<file path="config.mk">
export PLATFORM = sky130hd
export DESIGN_NAME = nct_cell
export DESIGN_NICKNAME = d
export VERILOG_FILES = /design/src/rtl/nearest_centroid_track_id_defines.svh /design/src/rtl/nct_pkg.sv /design/src/rtl/nct_cell.sv
export SDC_FILE = /design/constraint.sdc
export NUM_CORES = 1
export LEC_CHECK = 0
export BUFFER_PORTS_ARGS = -buffer_cell sky130_fd_sc_hd__buf_2
export CAP_MARGIN = 10
export CELL_PAD_IN_SITES_DETAIL_PLACEMENT = 1
export CELL_PAD_IN_SITES_GLOBAL_PLACEMENT = 1
export CORE_ASPECT_RATIO = 1.25
export CORE_MARGIN = 3
export CORE_UTILIZATION = 39
export DETAILED_ROUTE_END_ITERATION = 6
export PLACE_DENSITY = 0.86
export SYNTH_ARGS = -nofsm -noshare
export SYNTH_HDL_FRONTEND = slang
export SYNTH_SLANG_ARGS = --single-unit
</file>
<file path="constraint.sdc">
create_clock -name clk -period 2.9 [get_ports clk]
set_input_delay 0.29 -clock clk [delete_from_list [all_inputs] [get_ports clk]]
set_output_delay 0.29 -clock clk [all_outputs]
set_load 0.01 [all_outputs]
</file>
<file path="src/rtl/nearest_centroid_track_id_defines.svh">
// ----------------------------------------------------------------------------
// Nearest centroid track id: assertion macros
// Shared concurrent assertion forms, compiled out when NO_ASSERTIONS is set.
// ----------------------------------------------------------------------------
`ifndef NEAREST_CENTROID_TRACK_ID_DEFINES_SVH
`define NEAREST_CENTROID_TRACK_ID_DEFINES_SVH

`ifndef NO_ASSERTIONS
// Antecedent holds in a cycle, so the consequent holds in the same cycle.
`define NCT_ASSERT_SAME(lbl, clk, rstn, ante, cons) \
  lbl: assert property (@(posedge clk) disable iff (!rstn) (ante) |-> (cons)) \
    else $error("nct same-cycle check failed");
// Antecedent holds in a cycle, so the consequent holds in the next one.
`define NCT_ASSERT_NEXT(lbl, clk, rstn, ante, cons) \
  lbl: assert property (@(posedge clk) disable iff (!rstn) (ante) |=> (cons)) \
    else $error("nct next-cycle check failed");
`else
`define NCT_ASSERT_SAME(lbl, clk, rstn, ante, cons)
`define NCT_ASSERT_NEXT(lbl, clk, rstn, ante, cons)
`endif

`endif

</file>
<file path="src/rtl/nct_pkg.sv">
`timescale 1ns / 1ps
// ----------------------------------------------------------------------------
// Nearest centroid track id: package
// Field widths, the stored entry type and the cell control group.
// ----------------------------------------------------------------------------
package nct_pkg;

  localparam int COORD_W = 16;
  localparam int ID_W    = 16;
  localparam int THR_W   = 16;
  localparam int DIFF_W  = COORD_W + 1;
  localparam int SQ_W    = 2 * COORD_W;
  localparam int DIST_W  = SQ_W + 1;
  localparam int APB_DW  = 32;
  localparam int APB_AW  = 2;

  // Byte address of the match threshold register.
  localparam logic [APB_AW-1:0] ADDR_MATCH_THR = 2'd0;

  // One stored centroid with its track id.
  typedef struct packed {
    logic signed [COORD_W-1:0] x;
    logic signed [COORD_W-1:0] y;
    logic [ID_W-1:0]           id;
  } entry_t;

  // Per-cell control from the sequencer.
  typedef struct packed {
    logic shift;   // rotate the previous-frame entry one cell toward the head
    logic ld_prev; // append the new entry to the previous-frame table
    logic ld_cur;  // record the new entry in the current-frame list
    logic commit;  // end of frame: current entry becomes previous entry
  } cell_ctl_t;

endpackage

</file>
<file path="src/rtl/nct_cell.sv">
`timescale 1ns / 1ps
// ----------------------------------------------------------------------------
// Nearest centroid track id: table cell
// Holds one previous-frame entry and one current-frame entry.
// ----------------------------------------------------------------------------
module nct_cell
  import nct_pkg::*;
(
  input  logic      clk,
  input  cell_ctl_t ctl,
  input  entry_t    prev_in,
  input  entry_t    new_entry,
  output entry_t    prev_out
);

  entry_t prev_r;
  entry_t cur_r;

  // Commit, append and rotation never coincide; the order only makes that explicit.
  always_ff @(posedge clk) begin
    priority if (ctl.commit) begin
      prev_r <= cur_r;
    end else if (ctl.ld_prev) begin
      prev_r <= new_entry;
    end else if (ctl.shift) begin
      prev_r <= prev_in;
    end else begin
      prev_r <= prev_r;
    end
    if (ctl.ld_cur) begin
      cur_r <= new_entry;
    end
  end

  assign prev_out = prev_r;

endmodule

</file>
==> reports/results.txt <==
Pin count of the biggest net entering global routing: 97
Post-CTS setup buffer count: 0
WP data required: 2.93 ns
Vias: 2581
Hold Buf Count CTS: 0
Vias in the first global route: 2807
Initial DRC count: 92
PostCTS Resize Cnt: 0
Final nets: 505
Hold WC Path Type: primary input to register
DRT Wirelength: 8.92 mm
Status: finished, final reports clean
Synthesized Nets: 359
Initial core utilization: 40.4%
Final count of negative-setup-slack endpoints: 0
F_max: 590 MHz
Critical path arrival: 1.73 ns
Ys async rst share: 0%
Area contributors post-synth: edfxtp_1, mux2i_1, o21ai_0, nand2_1, o21ai_1
Max clock buf depth: 2
Critical path type: primary input to register
Hold path cells: 1
Yosys cell types: 10
Tot GR Track Use: 16.3%
Total power draw: 3.18 mW
Crit path launch type: primary input
Post-layout util: 51.5%
RSZ-0062 raised after global routing: no
Seq/Total Area, Yosys: 73.5%
Post-synth top area cell: edfxtp_1
Hold Worst Slack: 0.145 ns
Slew Limit Fails: 0
CP max FO: 30
Count leader, synth: edfxtp_1
Routed Antenna Nets: 0
Post-synth top flop: edfxtp_1
Worst slew pin tran: 0.834 ns
Post-DR wirelength/cell: 16.8 um
Clock Sinks: 96
Die height: 118 um
Slew HR: 44.4%
Worst-path clk slew: 0.06 ns
Antenna violations before repair: 0
Fillers: 1035
Inserted Clock Buffers: 9
Post-synth top area share: 73.5%
Dpl hpwl: 6.18 mm
First-pass GRT wire length: 14.0 mm
Final Skew: 0.00787 ns
GPL Wtd Cong: 0.686
Overall die width: 95.7 um
Iteration count of the initial detailed-routing pass: 4
Area grow syn2layout: 27.4%
Power density cells: 636 nW/um2
Share of cells above drive strength 1: 40.1%
CTS tree: done
Buffers added on ports: 148
Ys Warns: 0
Ports: 149
CTS root buf: clkbuf_16
Syn Inst Count: 258
Period utilization: 58.5%
Number of synthesized register bits: 96
CTS H-tree depth: 3
Max IR drop VDD: 0.348 mV
Die area: 11300 um2
Number of flops mapped to enable cells by yosys: 96
Core box area: 9710 um2
Synthesized area per cell: 15.2 um2
Overflow after GRT: 0
CP endpoint kind: register
Worst reg2reg path depth: 2
Max-cap violations: 0
Final critical-path required period: 1.70 ns
Cell area after synthesis: 3920 um2
Pleak: 2.18 nW
Final hold vios: 0
Top cells by count, synth: edfxtp_1, mux2i_1, nand2_1
Skew-Pair Late Insertion Delay: 0.33 ns
Total negative setup slack: 0 ns
DR vias/cell: 4.85
DRC viols: 0
Antenna diodes: 0
Number of cell rows: 40
logic make-up (layout without fill, tap and decap cells):
kind of cell | after synthesis | in the layout | synth area share (%)
compound gates | 48 | 48 | 6.12
buf+inv | 17 | 165 | 3.38
flops | 96 | 96 | 73.5
mux | 48 | 48 | 12.2
simple gates | 49 | 49 | 4.75
layout make-up:
| class | instances | area, um2 | share of cell area [%] |
|---|---|---|---|
| clock buffer | 11 | 233 | 4.66 |
| timing repair buffer | 152 | 783 | 15.7 |
| clock inverter | 2 | 33.8 | 0.676 |
| sequential | 96 | 2880 | 57.7 |
| multi-input combinational | 145 | 908 | 18.2 |
| tap | 126 | 158 | 3.15 |
placed cells by master (no fill, tap or decap), drive strengths merged:
master	n
buf	152
bufinv	1
clkbuf	11
clkinv	1
edfxtp	96
mux2i	48
nand2	48
o21ai	48
or3	1
per-stage QoR:
step | setup WS, ns | cells | area, um2
2_1_floorplan | 0.816 | 258 | 3920
3_3_place_gp | 0.864 | 519 | 4730
3_5_place_dp | 0.796 | 519 | 4730
4_1_cts | 1.15 | 532 | 5000
5_1_grt | 1.06 | 532 | 5000
6_report | 1.20 | 532 | 5000
critical path, cell delays in order:
cell,delay [ns]
buf_2,0.48
buf_4,0.57
mux2i_1,0.24
o21ai_0,0.11
sequential cells by signal (all words and copies together), names as in the netlist:
name,cells
cur_r,48
prev_out,48
report_power, final:
| part | leakage [nW] | switching (mW) | internal, mW |
|---|---|---|---|
| Combinational | 1.07 | 0.196 | 0.155 |
| Sequential | 0.979 | 0.0354 | 1.68 |
| Clock | 0.129 | 0.459 | 0.652 |
| Total | 2.18 | 0.690 | 2.49 |
layer usage:
metal / GRT usage (%) / wire length, um
met4: 5.25 / 155
met5: 0 / 0
met2: 27.8 / 4570
met1: 19.8 / 3640
met3: 4.22 / 551
final timing paths:
path / end / slack (ns) / startpoint
max: prev_out[3] / 1.20 / ctl[2]
min: cur_r[28] / 0.14 / new_entry[28]
max reg2reg: prev_out[27] / 2.05 / cur_r[27]
min reg2reg: prev_out[31] / 0.52 / cur_r[31]
No activity file was read; power rests on OpenSTA's default activity.
