[src/rtl/nearest_centroid_track_id_defines.svh]
// ----------------------------------------------------------------------------
// Nearest centroid track id: assertion macros
// Shared concurrent assertion forms, compiled out when NO_ASSERTIONS is set.
// ----------------------------------------------------------------------------
`ifndef NEAREST_CENTROID_TRACK_ID_DEFINES_SVH
`define NEAREST_CENTROID_TRACK_ID_DEFINES_SVH

`ifndef NO_ASSERTIONS
// Antecedent holds in a cycle, so the consequent holds in the same cycle.
`define NCT_ASSERT_SAME(lbl, clk, rstn, ante, cons) \
  lbl: assert property (@(posedge clk) disable iff (!rstn) (ante) |-> (cons)) \
    else $error("nct same-cycle check failed");
// Antecedent holds in a cycle, so the consequent holds in the next one.
`define NCT_ASSERT_NEXT(lbl, clk, rstn, ante, cons) \
  lbl: assert property (@(posedge clk) disable iff (!rstn) (ante) |=> (cons)) \
    else $error("nct next-cycle check failed");
`else
`define NCT_ASSERT_SAME(lbl, clk, rstn, ante, cons)
`define NCT_ASSERT_NEXT(lbl, clk, rstn, ante, cons)
`endif

`endif

[src/rtl/nct_pkg.sv]
`timescale 1ns / 1ps
// ----------------------------------------------------------------------------
// Nearest centroid track id: package
// Field widths, the stored entry type and the cell control group.
// ----------------------------------------------------------------------------
package nct_pkg;

  localparam int COORD_W = 16;
  localparam int ID_W    = 16;
  localparam int THR_W   = 16;
  localparam int DIFF_W  = COORD_W + 1;
  localparam int SQ_W    = 2 * COORD_W;
  localparam int DIST_W  = SQ_W + 1;
  localparam int APB_DW  = 32;
  localparam int APB_AW  = 2;

  // Byte address of the match threshold register.
  localparam logic [APB_AW-1:0] ADDR_MATCH_THR = 2'd0;

  // One stored centroid with its track id.
  typedef struct packed {
    logic signed [COORD_W-1:0] x;
    logic signed [COORD_W-1:0] y;
    logic [ID_W-1:0]           id;
  } entry_t;

  // Per-cell control from the sequencer.
  typedef struct packed {
    logic shift;   // rotate the previous-frame entry one cell toward the head
    logic ld_prev; // append the new entry to the previous-frame table
    logic ld_cur;  // record the new entry in the current-frame list
    logic commit;  // end of frame: current entry becomes previous entry
  } cell_ctl_t;

endpackage

[src/rtl/nct_dist.sv]
`timescale 1ns / 1ps
// ----------------------------------------------------------------------------
// Nearest centroid track id: distance unit
// Two-stage pipeline giving the squared distance of the head entry.
// ----------------------------------------------------------------------------
module nct_dist
  import nct_pkg::*;
(
  input  logic                      clk,
  input  logic                      rst_n,
  input  logic                      in_vld,
  input  entry_t                    ent,
  input  logic signed [COORD_W-1:0] qx,
  input  logic signed [COORD_W-1:0] qy,
  output logic                      out_vld,
  output logic [DIST_W-1:0]         dist_sq,
  output logic [ID_W-1:0]           dist_id
);

  logic signed [DIFF_W-1:0] dx;
  logic signed [DIFF_W-1:0] dy;
  logic [COORD_W-1:0]       mx_nxt;
  logic [COORD_W-1:0]       my_nxt;

  logic                     s1_vld_r;
  logic [COORD_W-1:0]       s1_mx_r;
  logic [COORD_W-1:0]       s1_my_r;
  logic [ID_W-1:0]          s1_id_r;
  logic                     s2_vld_r;
  logic [SQ_W-1:0]          s2_sqx_r;
  logic [SQ_W-1:0]          s2_sqy_r;
  logic [ID_W-1:0]          s2_id_r;

  // The magnitude of a 17-bit difference of two 16-bit values fits in 16 bits.
  always_comb begin
    dx     = DIFF_W'(ent.x) - DIFF_W'(qx);
    dy     = DIFF_W'(ent.y) - DIFF_W'(qy);
    mx_nxt = dx[DIFF_W-1] ? COORD_W'(-dx) : COORD_W'(dx);
    my_nxt = dy[DIFF_W-1] ? COORD_W'(-dy) : COORD_W'(dy);
  end

  always_ff @(posedge clk) begin
    if (!rst_n) begin
      s1_vld_r <= 1'b0;
      s2_vld_r <= 1'b0;
    end else begin
      s1_vld_r <= in_vld;
      s2_vld_r <= s1_vld_r;
    end
  end

  always_ff @(posedge clk) begin
    s1_mx_r  <= mx_nxt;
    s1_my_r  <= my_nxt;
    s1_id_r  <= ent.id;
    s2_sqx_r <= SQ_W'(s1_mx_r) * SQ_W'(s1_mx_r);
    s2_sqy_r <= SQ_W'(s1_my_r) * SQ_W'(s1_my_r);
    s2_id_r  <= s1_id_r;
  end

  assign out_vld = s2_vld_r;
  assign dist_sq = DIST_W'(s2_sqx_r) + DIST_W'(s2_sqy_r);
  assign dist_id = s2_id_r;

endmodule

[config.mk]
export PLATFORM = sky130hd
export DESIGN_NAME = nct_dist
export DESIGN_NICKNAME = d
export VERILOG_FILES = /design/src/rtl/nearest_centroid_track_id_defines.svh /design/src/rtl/nct_pkg.sv /design/src/rtl/nct_dist.sv
export SDC_FILE = /design/constraint.sdc
export NUM_CORES = 1
export LEC_CHECK = 0
export BUFFER_PORTS_ARGS = -buffer_cell sky130_fd_sc_hd__clkbuf_2
export CORE_ASPECT_RATIO = 0.5
export CORE_MARGIN = 2
export CORE_UTILIZATION = 37
export DETAILED_ROUTE_END_ITERATION = 7
export PLACE_DENSITY = 0.53
export SYNTH_ARGS = -nofsm -noshare
export SYNTH_HDL_FRONTEND = slang
export SYNTH_SLANG_ARGS = --single-unit
[constraint.sdc]
create_clock -name clk -period 7 [get_ports clk]
set_input_delay 1.75 -clock clk [delete_from_list [all_inputs] [get_ports clk]]
set_output_delay 1.75 -clock clk [all_outputs]
set_load 0.01 [all_outputs]
==> flow_metrics.env <==
export IMPL_cts_tree="built"
export IMPL_pin_count=133
export IMPL_critPathArrivalTime_ns=6.89
export IMPL_fin_cells=3130
export IMPL_port_buffers=132
export IMPL_critPathBufInv=7
export IMPL_ys_seq_area_share_pct=12.6
export IMPL_cap_violations=0
export IMPL_dp_worst_setup_slack_ns=0.465
export IMPL_detailedPlacementHpwl_um=38200
export IMPL_dpl_cell_count=3098
export IMPL_fp_dieW_um=336
export IMPL_die_h_um=170
export IMPL_synth_edff_count=0
export IMPL_final_seq_area_mm2=0.00256
export IMPL_synth_cell_types=78
export IMPL_cpPeakStageDelay_ns=0.55
export IMPL_grt_usage_pct=16.6
export IMPL_ys_seq_elements=128
export IMPL_critPathSlowestCell="fa_1"
export IMPL_antenna_cells=0
export IMPL_grt_max_degree=18
export IMPL_crit_fanout=8
export IMPL_rows=60
export IMPL_whs_ns=0.325
export IMPL_required_ns=7.34
export IMPL_core_area_mm2=0.0541
export IMPL_num_vias=14400
export IMPL_grt_pass1_wl_um=76200
export IMPL_start_kind="flop"
export IMPL_drt_pre_antenna_iters=5
export IMPL_endpoint_kind="flop"
export IMPL_finalCritPeriodShare_pct=93.6
export IMPL_slew_headroom_pct=32.6
export IMPL_worstMarginPinSlew_ns=1.01
export IMPL_multiInputGateArea_mm2=0.0155
export IMPL_area_growth_pct=11.1
export IMPL_fillers=5434
export IMPL_drv_slew=0
export IMPL_synth_flop_cell="dfxtp_1"
export IMPL_gp_routability_congestion=0.869
export IMPL_status="finished clean"
export IMPL_avgSynthCellArea_um2=9.02
export IMPL_synthesis_nets=2932
export IMPL_critPathTopFamily="adder cells"
export IMPL_finalSetupTns_ns=0
export IMPL_clk_path_buf_depth=2
export IMPL_antenna_found_initial=0
export IMPL_clock_latency_ns=0.44
export IMPL_synth_area_mm2=0.0204
export IMPL_via_per_inst=4.59
export IMPL_finClkSkew_ns=0.0128
export IMPL_cts_made_buffers=17
export IMPL_drcViolationCount=0
export IMPL_rsz0062_at_grt="false"
export IMPL_final_min_clock_period_ns=6.55
export IMPL_path_class="flop to flop"
export IMPL_wl_per_cell_um=14.2
export IMPL_hold_buffers=0
export IMPL_die_area_mm2=0.0571
export IMPL_layout_drive_gt1_share_pct=9.85
export IMPL_first_global_vias=15000
export IMPL_grt_ovfl_total=0
export IMPL_nNetsFinal=3078
export IMPL_drt_iter0_drc=580
export IMPL_h_tree_depth=4
export IMPL_setup_violations=0
export IMPL_post_cts_buffers=0
export IMPL_ant_nets=0
export IMPL_synth_warnings=0
export IMPL_clk_pin_slew_ns=0.06
export IMPL_drt_total_wl_um=44400
export IMPL_cts_num_sinks=128
export IMPL_cts_root_buf="clkbuf_16"
export IMPL_worst_slack_ns=0.446
export IMPL_netlist_instances=2258
export IMPL_hold_violations=0
export IMPL_min_path_type="flop to flop"
export IMPL_async_reset_ff_share_pct=0
export IMPL_fmax_mhz=153
export IMPL_start_util_pct=37.7
[state kept, by name, summed over array words and instances, names as in the netlist]
name      cells
s2_sqx_r     31
s2_sqy_r     31
dist_id      16
s1_my_r      16
s1_mx_r      16
out_vld       1
s1_vld_r      1
s1_id_r      16
[placed cells by master (no fill, tap or decap), drive strengths merged, types with 6 or more instances in the layout]
master,synthesis,layout
dfxtp,128,128
nand3,17,17
o21ai,40,40
nand2b,10,10
ha,265,265
a31o,6,6
a211o,7,7
o21bai,22,22
fa,326,326
nand2,168,168
a31oi,7,7
and2,85,85
a41oi,6,6
buf,1,36
a21oi,90,90
nor2,103,103
o211ai,9,9
and3,13,13
nor2b,17,17
nor3,29,29
inv,576,578
clkbuf,40,151
xor2,48,48
o21a,25,25
a21o,34,34
or2,8,8
xnor2,89,89
a211oi,12,12
clkinv,0,6
[layout make-up]
type / instances / share of cell area (%)
clock buffer: 19 / 1.96
clock inverter: 13 / 0.608
inverter: 576 / 9.55
multi-input combinational: 1513 / 68.5
sequential: 128 / 11.3
tap: 713 / 3.94
timing repair buffer: 168 / 4.11
[worst paths after layout]
kind / startpoint / to / slack, ns / depth (start not counted)
worst max-delay path: s1_mx_r[3] / s2_sqx_r[31] / 0.45 / 25
worst min-delay path: s1_id_r[6] / dist_id[6] / 0.32 / 0
worst max register to register: s1_mx_r[3] / s2_sqx_r[31] / 0.45 / 25
worst min register to register: s1_id_r[6] / dist_id[6] / 0.32 / 0
[Yosys cell counts, drive strengths merged, types with 17 or more instances]
| cell | n | area [um^2] |
|---|---|---|
| inv | 576 | 2160 |
| fa | 326 | 6530 |
| ha | 265 | 3320 |
| nand2 | 168 | 631 |
| dfxtp | 128 | 2560 |
| nor2 | 103 | 387 |
| a21oi | 90 | 454 |
| xnor2 | 89 | 780 |
| and2 | 85 | 532 |
| xor2 | 48 | 420 |
| clkbuf | 40 | 150 |
| o21ai | 40 | 200 |
| a21o | 34 | 255 |
| nor3 | 29 | 155 |
| o21a | 25 | 188 |
| o21bai | 22 | 165 |
| nand3 | 17 | 85.1 |
| nor2b | 17 | 106 |
[kinds of logic (layout without fill, tap and decap cells)]
family,after synthesis,in the layout,synth area share (%)
buffers and inverters,617,776,11.4
XOR/XNOR,137,137,5.89
adder cells (fa/ha/maj),591,591,48.3
AO/OA/AOI/OAI,300,300,10.1
multiplexers,5,5,0.270
flip-flops,128,128,12.6
AND/OR/NAND/NOR,480,480,11.5
[layer usage]
metal,part of all wire [%],routed length (um),vias to the layer above,GRT usage (%)
met5,0,0,-,0
met4,1.3,564,0,3.10
met3,3.8,1680,30,2.32
li1,-,-,7303,-
met2,43,19100,235,25.8
met1,52,23000,6793,24.5
[per-stage QoR]
step                utilization [%]  instance area, um^2
finish                         41.9                22600
floorplan                         -                20400
global route                   41.9                22600
CTS                            41.9                22600
global placement               40.8                22000
detailed placement             40.8                22000
[what timing repair did]
action                     4_1_cts  5_1_grt
setup endpoints to repair        0        1
hold endpoints to repair         0        0
gates resized for setup          0        2
Power is not shown: default switching activity piles up to over one toggle a cycle in this logic, so the estimate is an artifact.
